[config.mk]
export PLATFORM = sky130hd
export DESIGN_NAME = dfs_number_and_lowpoint_flat
export DESIGN_NICKNAME = d
export VERILOG_FILES = /design/src/rtl/core/dfsl_pkg.sv /design/src/rtl/core/dfsl_if.sv /design/src/rtl/core/dfsl_adj_mem.sv /design/src/rtl/core/dfs_number_and_lowpoint.sv /design/src/flat_wrapper.sv
export SDC_FILE = /design/constraint.sdc
export NUM_CORES = 2
export LEC_CHECK = 0
export ABC_AREA = 1
export BUFFER_PORTS_ARGS = -buffer_cell sky130_fd_sc_hd__buf_2
export CORE_AREA = 2 2 454 456
export DETAILED_ROUTE_END_ITERATION = 6
export DIE_AREA = 0 0 456 458
export PLACE_DENSITY = 0.67
export SKIP_LAST_GASP = 1
export SLEW_MARGIN = 15
export SYNTH_ARGS = -nofsm -noshare
export SYNTH_HDL_FRONTEND = slang
export SYNTH_SLANG_ARGS = --single-unit
[constraint.sdc]
create_clock -name clk -period 13.1 [get_ports clk]
set_input_delay 0 -clock clk [delete_from_list [all_inputs] [get_ports clk]]
set_output_delay 0 -clock clk [all_outputs]
set_load 0.005 [all_outputs]
[src/rtl/core/dfsl_pkg.sv]
package dfsl_pkg;

  // vertex numbering and storage sizes
  localparam int MAX_V  = 32;
  localparam int VW     = 6;
  localparam int AW     = $clog2(MAX_V);
  localparam int ROW_W  = 32;

  // configuration register indexes
  localparam logic REG_VERTEX_COUNT = 1'b0;
  localparam logic REG_ROOT_VERTEX  = 1'b1;

  // write side of the adjacency store
  typedef struct packed {
    logic             en;
    logic [AW-1:0]    addr;
    logic [ROW_W-1:0] data;
    logic             clear;
  } adj_wr_t;

  // vertex 1..MAX_V to storage address
  function automatic logic [AW-1:0] vidx(input logic [VW-1:0] v);
    logic [VW-1:0] t;
    t = v - VW'(1);
    return t[AW-1:0];
  endfunction

endpackage

[src/rtl/core/dfsl_if.sv]
interface dfsl_row_if;
  logic        valid;
  logic        ready;
  logic [5:0]  row_index;
  logic [31:0] row_bits;
  logic        last_row;

  modport source(output valid, row_index, row_bits, last_row, input ready);
  modport sink(input valid, row_index, row_bits, last_row, output ready);
endinterface

interface dfsl_res_if;
  logic       valid;
  logic       ready;
  logic [5:0] vertex;
  logic       visited;
  logic [5:0] dfs_number;
  logic [5:0] parent_vertex;
  logic [5:0] low_point;
  logic       root_error;
  logic       last_result;

  modport source(output valid, vertex, visited, dfs_number, parent_vertex, low_point,
                 root_error, last_result, input ready);
  modport sink(input valid, vertex, visited, dfs_number, parent_vertex, low_point,
               root_error, last_result, output ready);
endinterface

[src/rtl/core/dfsl_adj_mem.sv]
module dfsl_adj_mem (
  input  logic                        clk,
  input  logic                        rst,
  input  dfsl_pkg::adj_wr_t           wr,
  input  logic [dfsl_pkg::AW-1:0]     rd_addr,
  output logic [dfsl_pkg::ROW_W-1:0]  rd_data
);

  logic [dfsl_pkg::ROW_W-1:0] mem [dfsl_pkg::MAX_V];
  logic [dfsl_pkg::MAX_V-1:0] row_valid;

  // row storage
  always_ff @(posedge clk) begin
    if (wr.en) begin
      mem[wr.addr] <= wr.data;
    end
  end

  // per-row valid bits, a missing row reads as zero
  always_ff @(posedge clk) begin
    if (rst || wr.clear) begin
      row_valid <= '0;
    end else if (wr.en) begin
      row_valid[wr.addr] <= 1'b1;
    end
  end

  // registered read
  always_ff @(posedge clk) begin
    rd_data <= row_valid[rd_addr] ? mem[rd_addr] : '0;
  end

endmodule

[src/rtl/core/dfs_number_and_lowpoint.sv]
// Depth-first numbering and lowpoints over an adjacency matrix of up to 32
// vertices. Each row item is stored as it is taken, and the last row also
// starts a run: the walk scans one candidate neighbor per cycle, with a row
// fetch on each descent and return, the lowpoint pass scans one neighbor per
// cycle (both edge directions from the single read port of the adjacency
// memory), then one result per vertex leaves per cycle while the output is
// not stalled. Rows are not taken until the last result is in the output
// register. A bad root or a zero vertex count gives a single error result.
module dfs_number_and_lowpoint (
  input  logic               clk,
  input  logic               rst,
  dfsl_row_if.sink           rows,
  dfsl_res_if.source         results,
  input  logic               cfg_we,
  input  logic               cfg_index,
  input  logic [5:0]         cfg_data
);

  localparam int VW = dfsl_pkg::VW;
  localparam int AW = dfsl_pkg::AW;
  localparam int NV = dfsl_pkg::MAX_V;

  localparam logic [3:0] S_IDLE   = 4'd0;
  localparam logic [3:0] S_START  = 4'd1;
  localparam logic [3:0] S_WLOAD  = 4'd2;
  localparam logic [3:0] S_WSCAN  = 4'd3;
  localparam logic [3:0] S_LSTART = 4'd4;
  localparam logic [3:0] S_LROWV  = 4'd5;
  localparam logic [3:0] S_LSCAN  = 4'd6;
  localparam logic [3:0] S_OUT    = 4'd7;
  localparam logic [3:0] S_ERR    = 4'd8;

  logic [3:0]    state;
  logic [VW-1:0] vertex_count, root_vertex;
  logic [VW-1:0] n_cfg, n_reg;

  logic [NV-1:0] explored;
  logic [VW-1:0] num_of  [NV];
  logic [VW-1:0] parent  [NV];
  logic [VW-1:0] low     [NV];
  logic [VW-1:0] von     [NV];
  logic [VW-1:0] stk_v   [NV];
  logic [VW-1:0] stk_c   [NV];

  logic [VW-1:0] sp, nxt, d, j, k, v_reg, par_reg, m;
  logic [31:0]   vrow;

  dfsl_pkg::adj_wr_t adj_wr;
  logic [AW-1:0]     rd_addr;
  logic [31:0]       row_q;

  logic          row_acc, out_load;
  logic [AW-1:0] tidx;
  logic [VW-1:0] top_v, jn, nj, m_next;
  logic          edge_hit, run_err;

  dfsl_adj_mem u_adj (
    .clk     (clk),
    .rst     (rst),
    .wr      (adj_wr),
    .rd_addr (rd_addr),
    .rd_data (row_q)
  );

  // configuration registers
  always_ff @(posedge clk) begin
    if (rst) begin
      vertex_count <= VW'(32);
      root_vertex  <= VW'(1);
    end else if (cfg_we) begin
      unique case (cfg_index)
        dfsl_pkg::REG_VERTEX_COUNT: vertex_count <= cfg_data;
        dfsl_pkg::REG_ROOT_VERTEX:  root_vertex  <= cfg_data;
        default: ;
      endcase
    end
  end

  assign n_cfg   = (vertex_count > VW'(NV)) ? VW'(NV) : vertex_count;
  assign run_err = (n_cfg == '0) || (root_vertex == '0) || (root_vertex > n_cfg);

  assign rows.ready = (state == S_IDLE);
  assign row_acc    = rows.valid && rows.ready;

  // stack top and next walk candidate
  always_comb begin
    logic [VW-1:0] spm1;
    spm1  = sp - VW'(1);
    tidx  = spm1[AW-1:0];
    top_v = stk_v[tidx];
    jn    = stk_c[tidx] + VW'(1);
  end

  // lowpoint candidate from neighbor j
  always_comb begin
    edge_hit = vrow[dfsl_pkg::vidx(j)] | row_q[dfsl_pkg::vidx(v_reg)];
    nj       = num_of[dfsl_pkg::vidx(j)];
    m_next   = m;
    if (edge_hit) begin
      if (nj > d) begin
        if (low[dfsl_pkg::vidx(j)] < m) m_next = low[dfsl_pkg::vidx(j)];
      end else if (par_reg != j) begin
        if (nj < m) m_next = nj;
      end
    end
  end

  // adjacency read address
  always_comb begin
    unique case (state)
      S_WLOAD, S_WSCAN: rd_addr = dfsl_pkg::vidx(top_v);
      S_LSTART:         rd_addr = dfsl_pkg::vidx(von[dfsl_pkg::vidx(d)]);
      S_LROWV:          rd_addr = '0;
      S_LSCAN:          rd_addr = dfsl_pkg::vidx(j + VW'(1));
      default:          rd_addr = '0;
    endcase
  end

  assign out_load = ((state == S_OUT) || (state == S_ERR)) &&
                    (!results.valid || results.ready);

  // adjacency writes and clear at the end of a run
  always_comb begin
    adj_wr.en    = row_acc && (rows.row_index != '0) && (rows.row_index <= VW'(NV));
    adj_wr.addr  = dfsl_pkg::vidx(rows.row_index);
    adj_wr.data  = rows.row_bits;
    adj_wr.clear = out_load && ((state == S_ERR) || (k == n_reg));
  end

  // sequencer
  always_ff @(posedge clk) begin
    if (rst) begin
      state <= S_IDLE;
      sp    <= '0;
    end else begin
      unique case (state)
        S_IDLE: begin
          if (row_acc && rows.last_row) state <= S_START;
        end
        S_START: begin
          n_reg <= n_cfg;
          if (run_err) begin
            state <= S_ERR;
          end else begin
            sp    <= VW'(1);
            nxt   <= VW'(1);
            state <= S_WLOAD;
          end
        end
        S_WLOAD: state <= S_WSCAN;
        S_WSCAN: begin
          if (jn > n_reg) begin
            sp <= sp - VW'(1);
            if (sp == VW'(1)) begin
              d     <= nxt;
              state <= S_LSTART;
            end else begin
              state <= S_WLOAD;
            end
          end else if (row_q[dfsl_pkg::vidx(jn)] && !explored[dfsl_pkg::vidx(jn)]) begin
            sp    <= sp + VW'(1);
            nxt   <= nxt + VW'(1);
            state <= S_WLOAD;
          end
        end
        S_LSTART: begin
          v_reg <= von[dfsl_pkg::vidx(d)];
          state <= S_LROWV;
        end
        S_LROWV: begin
          vrow    <= row_q;
          par_reg <= parent[dfsl_pkg::vidx(v_reg)];
          m       <= d;
          j       <= VW'(1);
          state   <= S_LSCAN;
        end
        S_LSCAN: begin
          if (j == n_reg) begin
            if (d == VW'(1)) begin
              k     <= VW'(1);
              state <= S_OUT;
            end else begin
              d     <= d - VW'(1);
              state <= S_LSTART;
            end
          end else begin
            j <= j + VW'(1);
            m <= m_next;
          end
        end
        S_OUT: begin
          if (out_load) begin
            if (k == n_reg) state <= S_IDLE;
            else            k <= k + VW'(1);
          end
        end
        S_ERR: begin
          if (out_load) state <= S_IDLE;
        end
        default: state <= S_IDLE;
      endcase
    end
  end

  // per-vertex tables
  always_ff @(posedge clk) begin
    if (state == S_START) begin
      for (int i = 0; i < NV; i++) begin
        explored[i] <= (AW'(i) == dfsl_pkg::vidx(root_vertex));
        num_of[i]   <= (AW'(i) == dfsl_pkg::vidx(root_vertex)) ? VW'(1) : '0;
        parent[i]   <= '0;
        low[i]      <= n_cfg + VW'(1);
      end
      von[0]   <= root_vertex;
      stk_v[0] <= root_vertex;
      stk_c[0] <= '0;
    end else if (state == S_WSCAN && jn <= n_reg) begin
      stk_c[tidx] <= jn;
      if (row_q[dfsl_pkg::vidx(jn)] && !explored[dfsl_pkg::vidx(jn)]) begin
        explored[dfsl_pkg::vidx(jn)]       <= 1'b1;
        num_of[dfsl_pkg::vidx(jn)]         <= nxt + VW'(1);
        parent[dfsl_pkg::vidx(jn)]         <= top_v;
        von[dfsl_pkg::vidx(nxt + VW'(1))]  <= jn;
        stk_v[sp[AW-1:0]]                  <= jn;
        stk_c[sp[AW-1:0]]                  <= '0;
      end
    end else if (state == S_LSCAN && j == n_reg) begin
      low[dfsl_pkg::vidx(v_reg)] <= m_next;
    end
  end

  // result register
  always_ff @(posedge clk) begin
    if (rst) begin
      results.valid <= 1'b0;
    end else if (out_load) begin
      results.valid <= 1'b1;
    end else if (results.ready) begin
      results.valid <= 1'b0;
    end
  end

  always_ff @(posedge clk) begin
    if (out_load) begin
      if (state == S_ERR) begin
        results.vertex        <= '0;
        results.visited       <= 1'b0;
        results.dfs_number    <= '0;
        results.parent_vertex <= '0;
        results.low_point     <= '0;
        results.root_error    <= 1'b1;
        results.last_result   <= 1'b1;
      end else begin
        results.vertex        <= k;
        results.visited       <= explored[dfsl_pkg::vidx(k)];
        results.dfs_number    <= num_of[dfsl_pkg::vidx(k)];
        results.parent_vertex <= parent[dfsl_pkg::vidx(k)];
        results.low_point     <= low[dfsl_pkg::vidx(k)];
        results.root_error    <= 1'b0;
        results.last_result   <= (k == n_reg);
      end
    end
  end

  // checks
  a_walk_stack: assert property (@(posedge clk) disable iff (rst)
    (state == S_WLOAD || state == S_WSCAN) |-> (sp != '0 && sp <= n_reg))
    else $error("walk stack out of range");

  a_number_bound: assert property (@(posedge clk) disable iff (rst)
    (state == S_LSTART || state == S_LSCAN) |-> (d != '0 && d <= nxt && nxt <= n_reg))
    else $error("preorder number out of range");

  a_rows_stall: assert property (@(posedge clk) disable iff (rst)
    (row_acc && rows.last_row) |=> !rows.ready)
    else $error("rows taken during a run");

endmodule
[src/flat_wrapper.sv]
// flat-port wrapper written by rule: the top's interface ports become plain ports
module dfs_number_and_lowpoint_flat 
  (clk, rst, cfg_we, cfg_index, cfg_data, rows_valid, rows_row_index, rows_row_bits, rows_last_row, rows_ready, results_valid, results_vertex, results_visited, results_dfs_number, results_parent_vertex, results_low_point, results_root_error, results_last_result, results_ready);
  dfsl_row_if rows_i ();
  dfsl_res_if results_i ();
  input  logic clk;
  input  logic rst;
  input  logic cfg_we;
  input  logic cfg_index;
  input  logic [5:0] cfg_data;
  input wire logic [$bits(rows_i.valid)-1:0] rows_valid;
  input wire logic [$bits(rows_i.row_index)-1:0] rows_row_index;
  input wire logic [$bits(rows_i.row_bits)-1:0] rows_row_bits;
  input wire logic [$bits(rows_i.last_row)-1:0] rows_last_row;
  output wire logic [$bits(rows_i.ready)-1:0] rows_ready;
  output wire logic [$bits(results_i.valid)-1:0] results_valid;
  output wire logic [$bits(results_i.vertex)-1:0] results_vertex;
  output wire logic [$bits(results_i.visited)-1:0] results_visited;
  output wire logic [$bits(results_i.dfs_number)-1:0] results_dfs_number;
  output wire logic [$bits(results_i.parent_vertex)-1:0] results_parent_vertex;
  output wire logic [$bits(results_i.low_point)-1:0] results_low_point;
  output wire logic [$bits(results_i.root_error)-1:0] results_root_error;
  output wire logic [$bits(results_i.last_result)-1:0] results_last_result;
  input wire logic [$bits(results_i.ready)-1:0] results_ready;
  assign rows_i.valid = rows_valid;
  assign rows_i.row_index = rows_row_index;
  assign rows_i.row_bits = rows_row_bits;
  assign rows_i.last_row = rows_last_row;
  assign rows_ready = rows_i.ready;
  assign results_valid = results_i.valid;
  assign results_vertex = results_i.vertex;
  assign results_visited = results_i.visited;
  assign results_dfs_number = results_i.dfs_number;
  assign results_parent_vertex = results_i.parent_vertex;
  assign results_low_point = results_i.low_point;
  assign results_root_error = results_i.root_error;
  assign results_last_result = results_i.last_result;
  assign results_i.ready = results_ready;
  dfs_number_and_lowpoint u_core (.clk(clk), .rst(rst), .rows(rows_i), .results(results_i), .cfg_we(cfg_we), .cfg_index(cfg_index), .cfg_data(cfg_data));
endmodule
# == After elaboration in Yosys (flattened, before gate mapping) ==
# Memory sizes are Yosys's and may differ from the RTL's. A register that Yosys moved wholly into a read port is not among the register bits.
# Index checks and enable logic that the tools add are counted.
# totals
memories,7
out_inout_bits,29
ram_bits,2176
register_bits,169
# memory_table
name,depth,width,rd,rd_ports_with_merged_regs,write_ports,line,rtl
u_core.u_adj.mem,32,32,1,1,1,dfsl_adj_mem.sv:9,logic [dfsl_pkg::ROW_W-1:0] mem [dfsl_pkg::MAX_V];
u_core.low,32,6,2,1,32,dfs_number_and_lowpoint.sv:40,logic [VW-1:0] low [NV];
u_core.num_of,32,6,2,1,32,dfs_number_and_lowpoint.sv:38,logic [VW-1:0] num_of [NV];
u_core.parent,32,6,2,2,32,dfs_number_and_lowpoint.sv:39,logic [VW-1:0] parent [NV];
u_core.stk_c,32,6,1,0,2,dfs_number_and_lowpoint.sv:43,logic [VW-1:0] stk_c [NV];
u_core.stk_v,32,6,1,0,1,dfs_number_and_lowpoint.sv:42,logic [VW-1:0] stk_v [NV];
1 more memories,--,--,--,--,--,--,
# classes
bitwise,5
n_eq_ne,59
mux,126
reduce_logical,51
addsub,18
order_cmp,16
# op_table
cell,n
6-bit 2-to-1 mux,27
32-bit 2-to-1 mux,3
5-bit == test (first input constant),16
6-bit one-hot mux with 2 select lines,6
1-bit 2-to-1 mux,64
32-bit OR,2
5-bit by 1-bit subtractor with 5-bit output (second input constant),10
4-bit by 5-bit == test with 1-bit output (first input constant),8
6-bit by 1-bit adder with 6-bit output (second input constant),6
5-bit by 6-bit less-than comparator with 1-bit output (second input constant),6
4-bit one-hot mux with 9 select lines,1
6-bit OR reduction,6
4-bit 2-to-1 mux,8
1-bit binary-select mux with 5-bit select,6
5-bit 2-to-1 mux,6
3-bit by 5-bit == test with 1-bit output (first input constant),4
6-bit greater-than comparator,3
6-bit AND reduction,3
4-bit by 3-bit == test with 1-bit output (second input constant),4
5-bit one-hot mux with 3 select lines,1
2-bit by 1-bit != test with 1-bit output (second input constant),7
2-bit != test (second input constant),7
2-bit nonzero test,7
6-bit by 1-bit == test with 1-bit output (second input constant),2
30 further kinds,62

# == Logic depth before layout (Yosys ltp) ==
# An unclocked memory read counts as a cell.
# depth
ltp_word,14
ltp_mapped,45

# == Cells and area by module ==
# Synthesis repeated with hierarchy kept, for this count alone.
# hier_totals
hier_cells,12097
area_unflattened_um2,112078.7
# modules_own_cells
module,cells_per_inst,instances,area_per_inst_um2,seq_area_each_um2
dfs_number_and_lowpoint,7922,1,67188.2,36314.8
dfsl_adj_mem,4175,1,44890.6,32030.7

# == Worst setup path before layout ==
# Ideal clock, no wire load.
# synth_timing
path_type,register -> register
start,register u_core.sp[0]
end,"memory u_core.stk_v[0][0], data pin"
period_less_slack_ps,8405
path_stages_with_launch,33
required_time_ps,12398
t_arrival_ps,7703
n_path_buf,13
setup_slack_ps,4695
cell_sequence,dfxtp_1 -> inv_2 -> buf_2 -> buf_6 -> buf_6 -> buf_4 -> buf_2 -> buf_2 -> buf_1 -> ha_1 -> inv_1 -> buf_2 -> clkbuf_1 -> clkbuf_1 -> clkbuf_1 -> a21oi_1 -> a32o_1 -> o21ai_1 -> nand2_1 -> nand3_1 -> nand3_1 -> nand2_1 -> inv_1 -> ha_1 -> nand4_1 -> nand3b_1 -> nand2_1 -> inv_1 -> nor2_4 -> nand3_2 -> buf_2 -> clkbuf_1 -> o21ai_0
# synth_via
elab_chain_len,14
# synth_lines
item,line,rtl
start: declaration,dfs_number_and_lowpoint.sv:45,"logic [VW-1:0] sp, nxt, d, j, k, v_reg, par_reg, m;"
start signal: assignment,dfs_number_and_lowpoint.sv:153,sp <= sp - VW'(1);
start signal: assignment,dfs_number_and_lowpoint.sv:161,sp <= sp + VW'(1);
6-bit by 1-bit subtractor with 6-bit output (*),dfs_number_and_lowpoint.sv:88,spm1 = sp - VW'(1);
memory 32 x 6 bit (*),--,
6-bit by 1-bit adder with 6-bit output (*),dfs_number_and_lowpoint.sv:91,jn = stk_c[tidx] + VW'(1);
5-bit by 1-bit subtractor with 5-bit output,dfsl_pkg.sv:24,t = v - VW'(1);
1-bit binary-select mux with 5-bit select,dfs_number_and_lowpoint.sv:219,if (row_q[dfsl_pkg::vidx(jn)] && !explored[dfsl_pkg::vidx(jn)]) begin
1-bit 2-to-1 mux (not written as such),dfs_number_and_lowpoint.sv:219,
1-bit zero test,dfs_number_and_lowpoint.sv:219,
1-bit logical AND,dfs_number_and_lowpoint.sv:219,
1-bit 2-to-1 mux,dfs_number_and_lowpoint.sv:219,
1-bit 2-to-1 mux,dfs_number_and_lowpoint.sv:217,end else if (state == S_WSCAN && jn <= n_reg) begin
1-bit 2-to-1 mux,dfs_number_and_lowpoint.sv:207,if (state == S_START) begin
1-bit 2-to-1 mux (not written as such),dfs_number_and_lowpoint.sv:224,stk_v[sp[AW-1:0]] <= jn;
6-bit OR reduction (no source line),--,
6-bit 2-to-1 mux (no source line) (*),--,
end: declaration,dfs_number_and_lowpoint.sv:42,
# Mark *: on every way between the ends. The rest lies on a longest branch, timed or not. The select of a mux whose other input is x is not followed.

==> flow_summary.json <==
{
  "relSlewSlack_pct": 15.1,
  "grt_pass1_vias": 83200,
  "cp-end-kind": "flop",
  "numPortBuffers": 79,
  "routabilityCongestion": 0.970,
  "drt_wl_total_microns": 367000,
  "first_iter_violations": 12700,
  "largest-register": "u_core.u_adj.mem",
  "arrival_ps": 9420,
  "regArea_sq_mm": 0.0683,
  "whs_ps": 55.6,
  "via_per_inst": 6.09,
  "h-tree-depth": 4,
  "vias": 89500,
  "syn-num-nets": 12100,
  "clock_latency_ps": 930,
  "fin_crit_sh_pct": 67.9,
  "root_buffer": "clkbuf_16",
  "setup_viol": 0,
  "num_rows": 166,
  "die_w_microns": 456,
  "synthCells": 12000,
  "synth_top_area_share_pct": 56.2,
  "r2r_cells": 25,
  "boundaryPins": 80,
  "violations": "design-rule violations",
  "final_max_slew_viol_count": 0,
  "dr.pass1.iters": 7,
  "fin_cells": 14700,
  "synth.largest_area_cell": "edfxtp_1",
  "crit_type": "reg2reg",
  "synth_edf_count": 2090,
  "maxCapViolCount": 0,
  "cp.depth": 25,
  "clkSinkCount": 2369,
  "largest_reg_flops": 1024,
  "hp-class": "in2reg",
  "ys_top_cells_by_count": "nand2_1 (2165), edfxtp_1 (2090), nor2_1 (1545), inv_1 (1293), o21ai_0 (1262)",
  "synth_most_common_cell": "nand2_1",
  "p_leak_nw": 47.1,
  "grt_antenna_before_repair": 16,
  "r2r_end": "u_core.parent[8][4]",
  "outcome": "finished, violations left",
  "hold_viol": 0,
  "fin_nets": 11900,
  "cp_data_required_time_ps": 13630,
  "cts_resized": 0,
  "endpoint": "u_core.parent[8][4]",
  "clk_pin_slew_worst_paths_ps": 60,
  "fin_skew_ps": 84.5,
  "dp_hpwl_microns": 220000,
  "critPathBufInv": 9,
  "start_kind": "flop",
  "vdd_ir_drop_max_mv": 0.422,
  "fin_util_pct": 60.3,
  "die_h_microns": 458,
  "synth_ff_type": "edfxtp_1",
  "nFillCells": 16800,
  "rsz0062_at_grt": "no",
  "cp_slowest_cell": "ha_1",
  "cts_buffers": 238,
  "fmax_mhz": 112,
  "grt_pass1_wl_microns": 538000,
  "placedCellCount": 14200,
  "cts_hold_buf": 60,
  "cp-startpoint": "u_core.sp[1]",
  "yosys-top-cells-area": "edfxtp_1 (56%), nand2_1 (7.3%), o21ai_0 (5.7%)",
  "grt_max_degree": 265,
  "rr_startpoint": "u_core.sp[1]",
  "ys_seq_area_share_pct": 61.2,
  "worstMarginPinSlew_ps": 1270,
  "start_util_pct": 54.8,
  "avgSynthCellArea_sq_um": 9.29,
  "async_flop_share_pct": 0,
  "ys_types": 57,
  "critical_path.max_stage_delay_ps": 870,
  "drive_gt1_share_pct": 6.25,
  "post-route-min-period_ps": 8890,
  "grtUsageTotal_pct": 34.4,
  "antenna_left": 0,
  "power_density_mw_per_mm2": 245,
  "synthesis.area_sq_mm": 0.112,
  "multi_input_area_sq_mm": 0.0358,
  "crit_top_cell": "nand2_1",
  "grt_remaining_overflow": 0,
  "drc_errors": 2,
  "clock_path_buffers": 3,
  "cts_tree": "done",
  "setup_tns_ps": 0,
  "routedWlPerCell_microns": 25.0,
  "ys_seq_elements": 2369,
  "coreArea_sq_mm": 0.204,
  "reg2reg_setup_slack_ps": 4210,
  "ys_warn_count": 0,
  "cts_setup_buffers": 0,
  "cp_max_fo": 48,
  "die_area_sq_mm": 0.209,
  "crit_family": "buffers and inverters",
  "area_growth_pct": 10.0
}
## final cells by class
class	count	area share, %
well taps	2688	2.74
repair buffers	298	1.83
inverters	1321	4.06
diodes	8	0.0163
clock buffers	295	5.12
clock inverters	154	1.47
multi-input cells	7562	29.1
flip-flops and latches	2369	55.6
## cells by family (layout without fill, tap and decap cells)
family                     count (synthesis)  after routing  synth area share, %
AOI/OAI and AO/OA                       2514           2514                 12.3
buffers and inverters                   2093           2068                 7.35
DFF                                     2369           2369                 61.2
and+or+nand+nor                         4972           4972                 18.4
adders and majority gates                 52             52                0.583
other                                      0              8                    0
xor gates and xnor gates                  24             24                0.195
## placed cells by master, fill, tap and decap left out, drive strengths merged, types with 19 or more instances in the layout
cell type,count
nand4,32
o22ai,45
o221ai,39
nand3,1132
bufinv,31
dfxtp,279
buf,238
a31oi,35
nor2,1563
nor3,47
clkbuf,295
o211ai,308
clkinv,122
xor2,19
o21ai,1269
ha,52
nand2,2178
dlygate4sd3,60
inv,1313
a21oi,773
edfxtp,2090
## worst min-delay path by stage
stage                 startpoint                 endpoint  slack (ps)  cells past startpoint
4_1_cts        rows_row_index[0]  u_core.u_adj.mem[22][5]           5                      5
6_report       rows_row_index[0]  u_core.u_adj.mem[22][1]          60                      5
3_3_place_gp                 rst          u_core.state[0]         370                      2
5_1_grt        rows_row_index[0]  u_core.u_adj.mem[22][1]          90                      5
3_5_place_dp                 rst          u_core.state[0]         370                      2
2_1_floorplan   rows_row_bits[0]   u_core.u_adj.mem[0][0]         100                      0
## tightest hold or removal path: cells and delay by family
kind	cells	cell delay (ps)
simple gates	3	380
buf+inv	2	450
## report_power, final
part / switching (mW) / internal, mW / leakage (nW)
registers: 0.496 / 9.34 / 21.3
logic: 10.2 / 3.04 / 21.8
clock network: 3.02 / 4.03 / 3.93
total: 13.7 / 16.4 / 47.1
## through the flow
step	cell area [sq um]	power, mW	worst slack [ps]
CTS	123000	29.9	4470
finish	123000	30.1	4210
floorplan	112000	18.0	4690
detailed placement	114000	22.9	4460
global route	123000	31.4	3830
global placement	114000	22.7	4570
## routing by layer
| layer | track usage [%] | share of wire, % | up-vias |
|---|---|---|---|
| met5 | 0 | 0.021 | - |
| met4 | 18.9 | 6.1 | 12 |
| met3 | 6.68 | 11 | 1055 |
| met2 | 54.6 | 46 | 5347 |
| met1 | 44.7 | 37 | 42700 |
| li1 | - | - | 40300 |
Power figures use the tool's default switching activity.
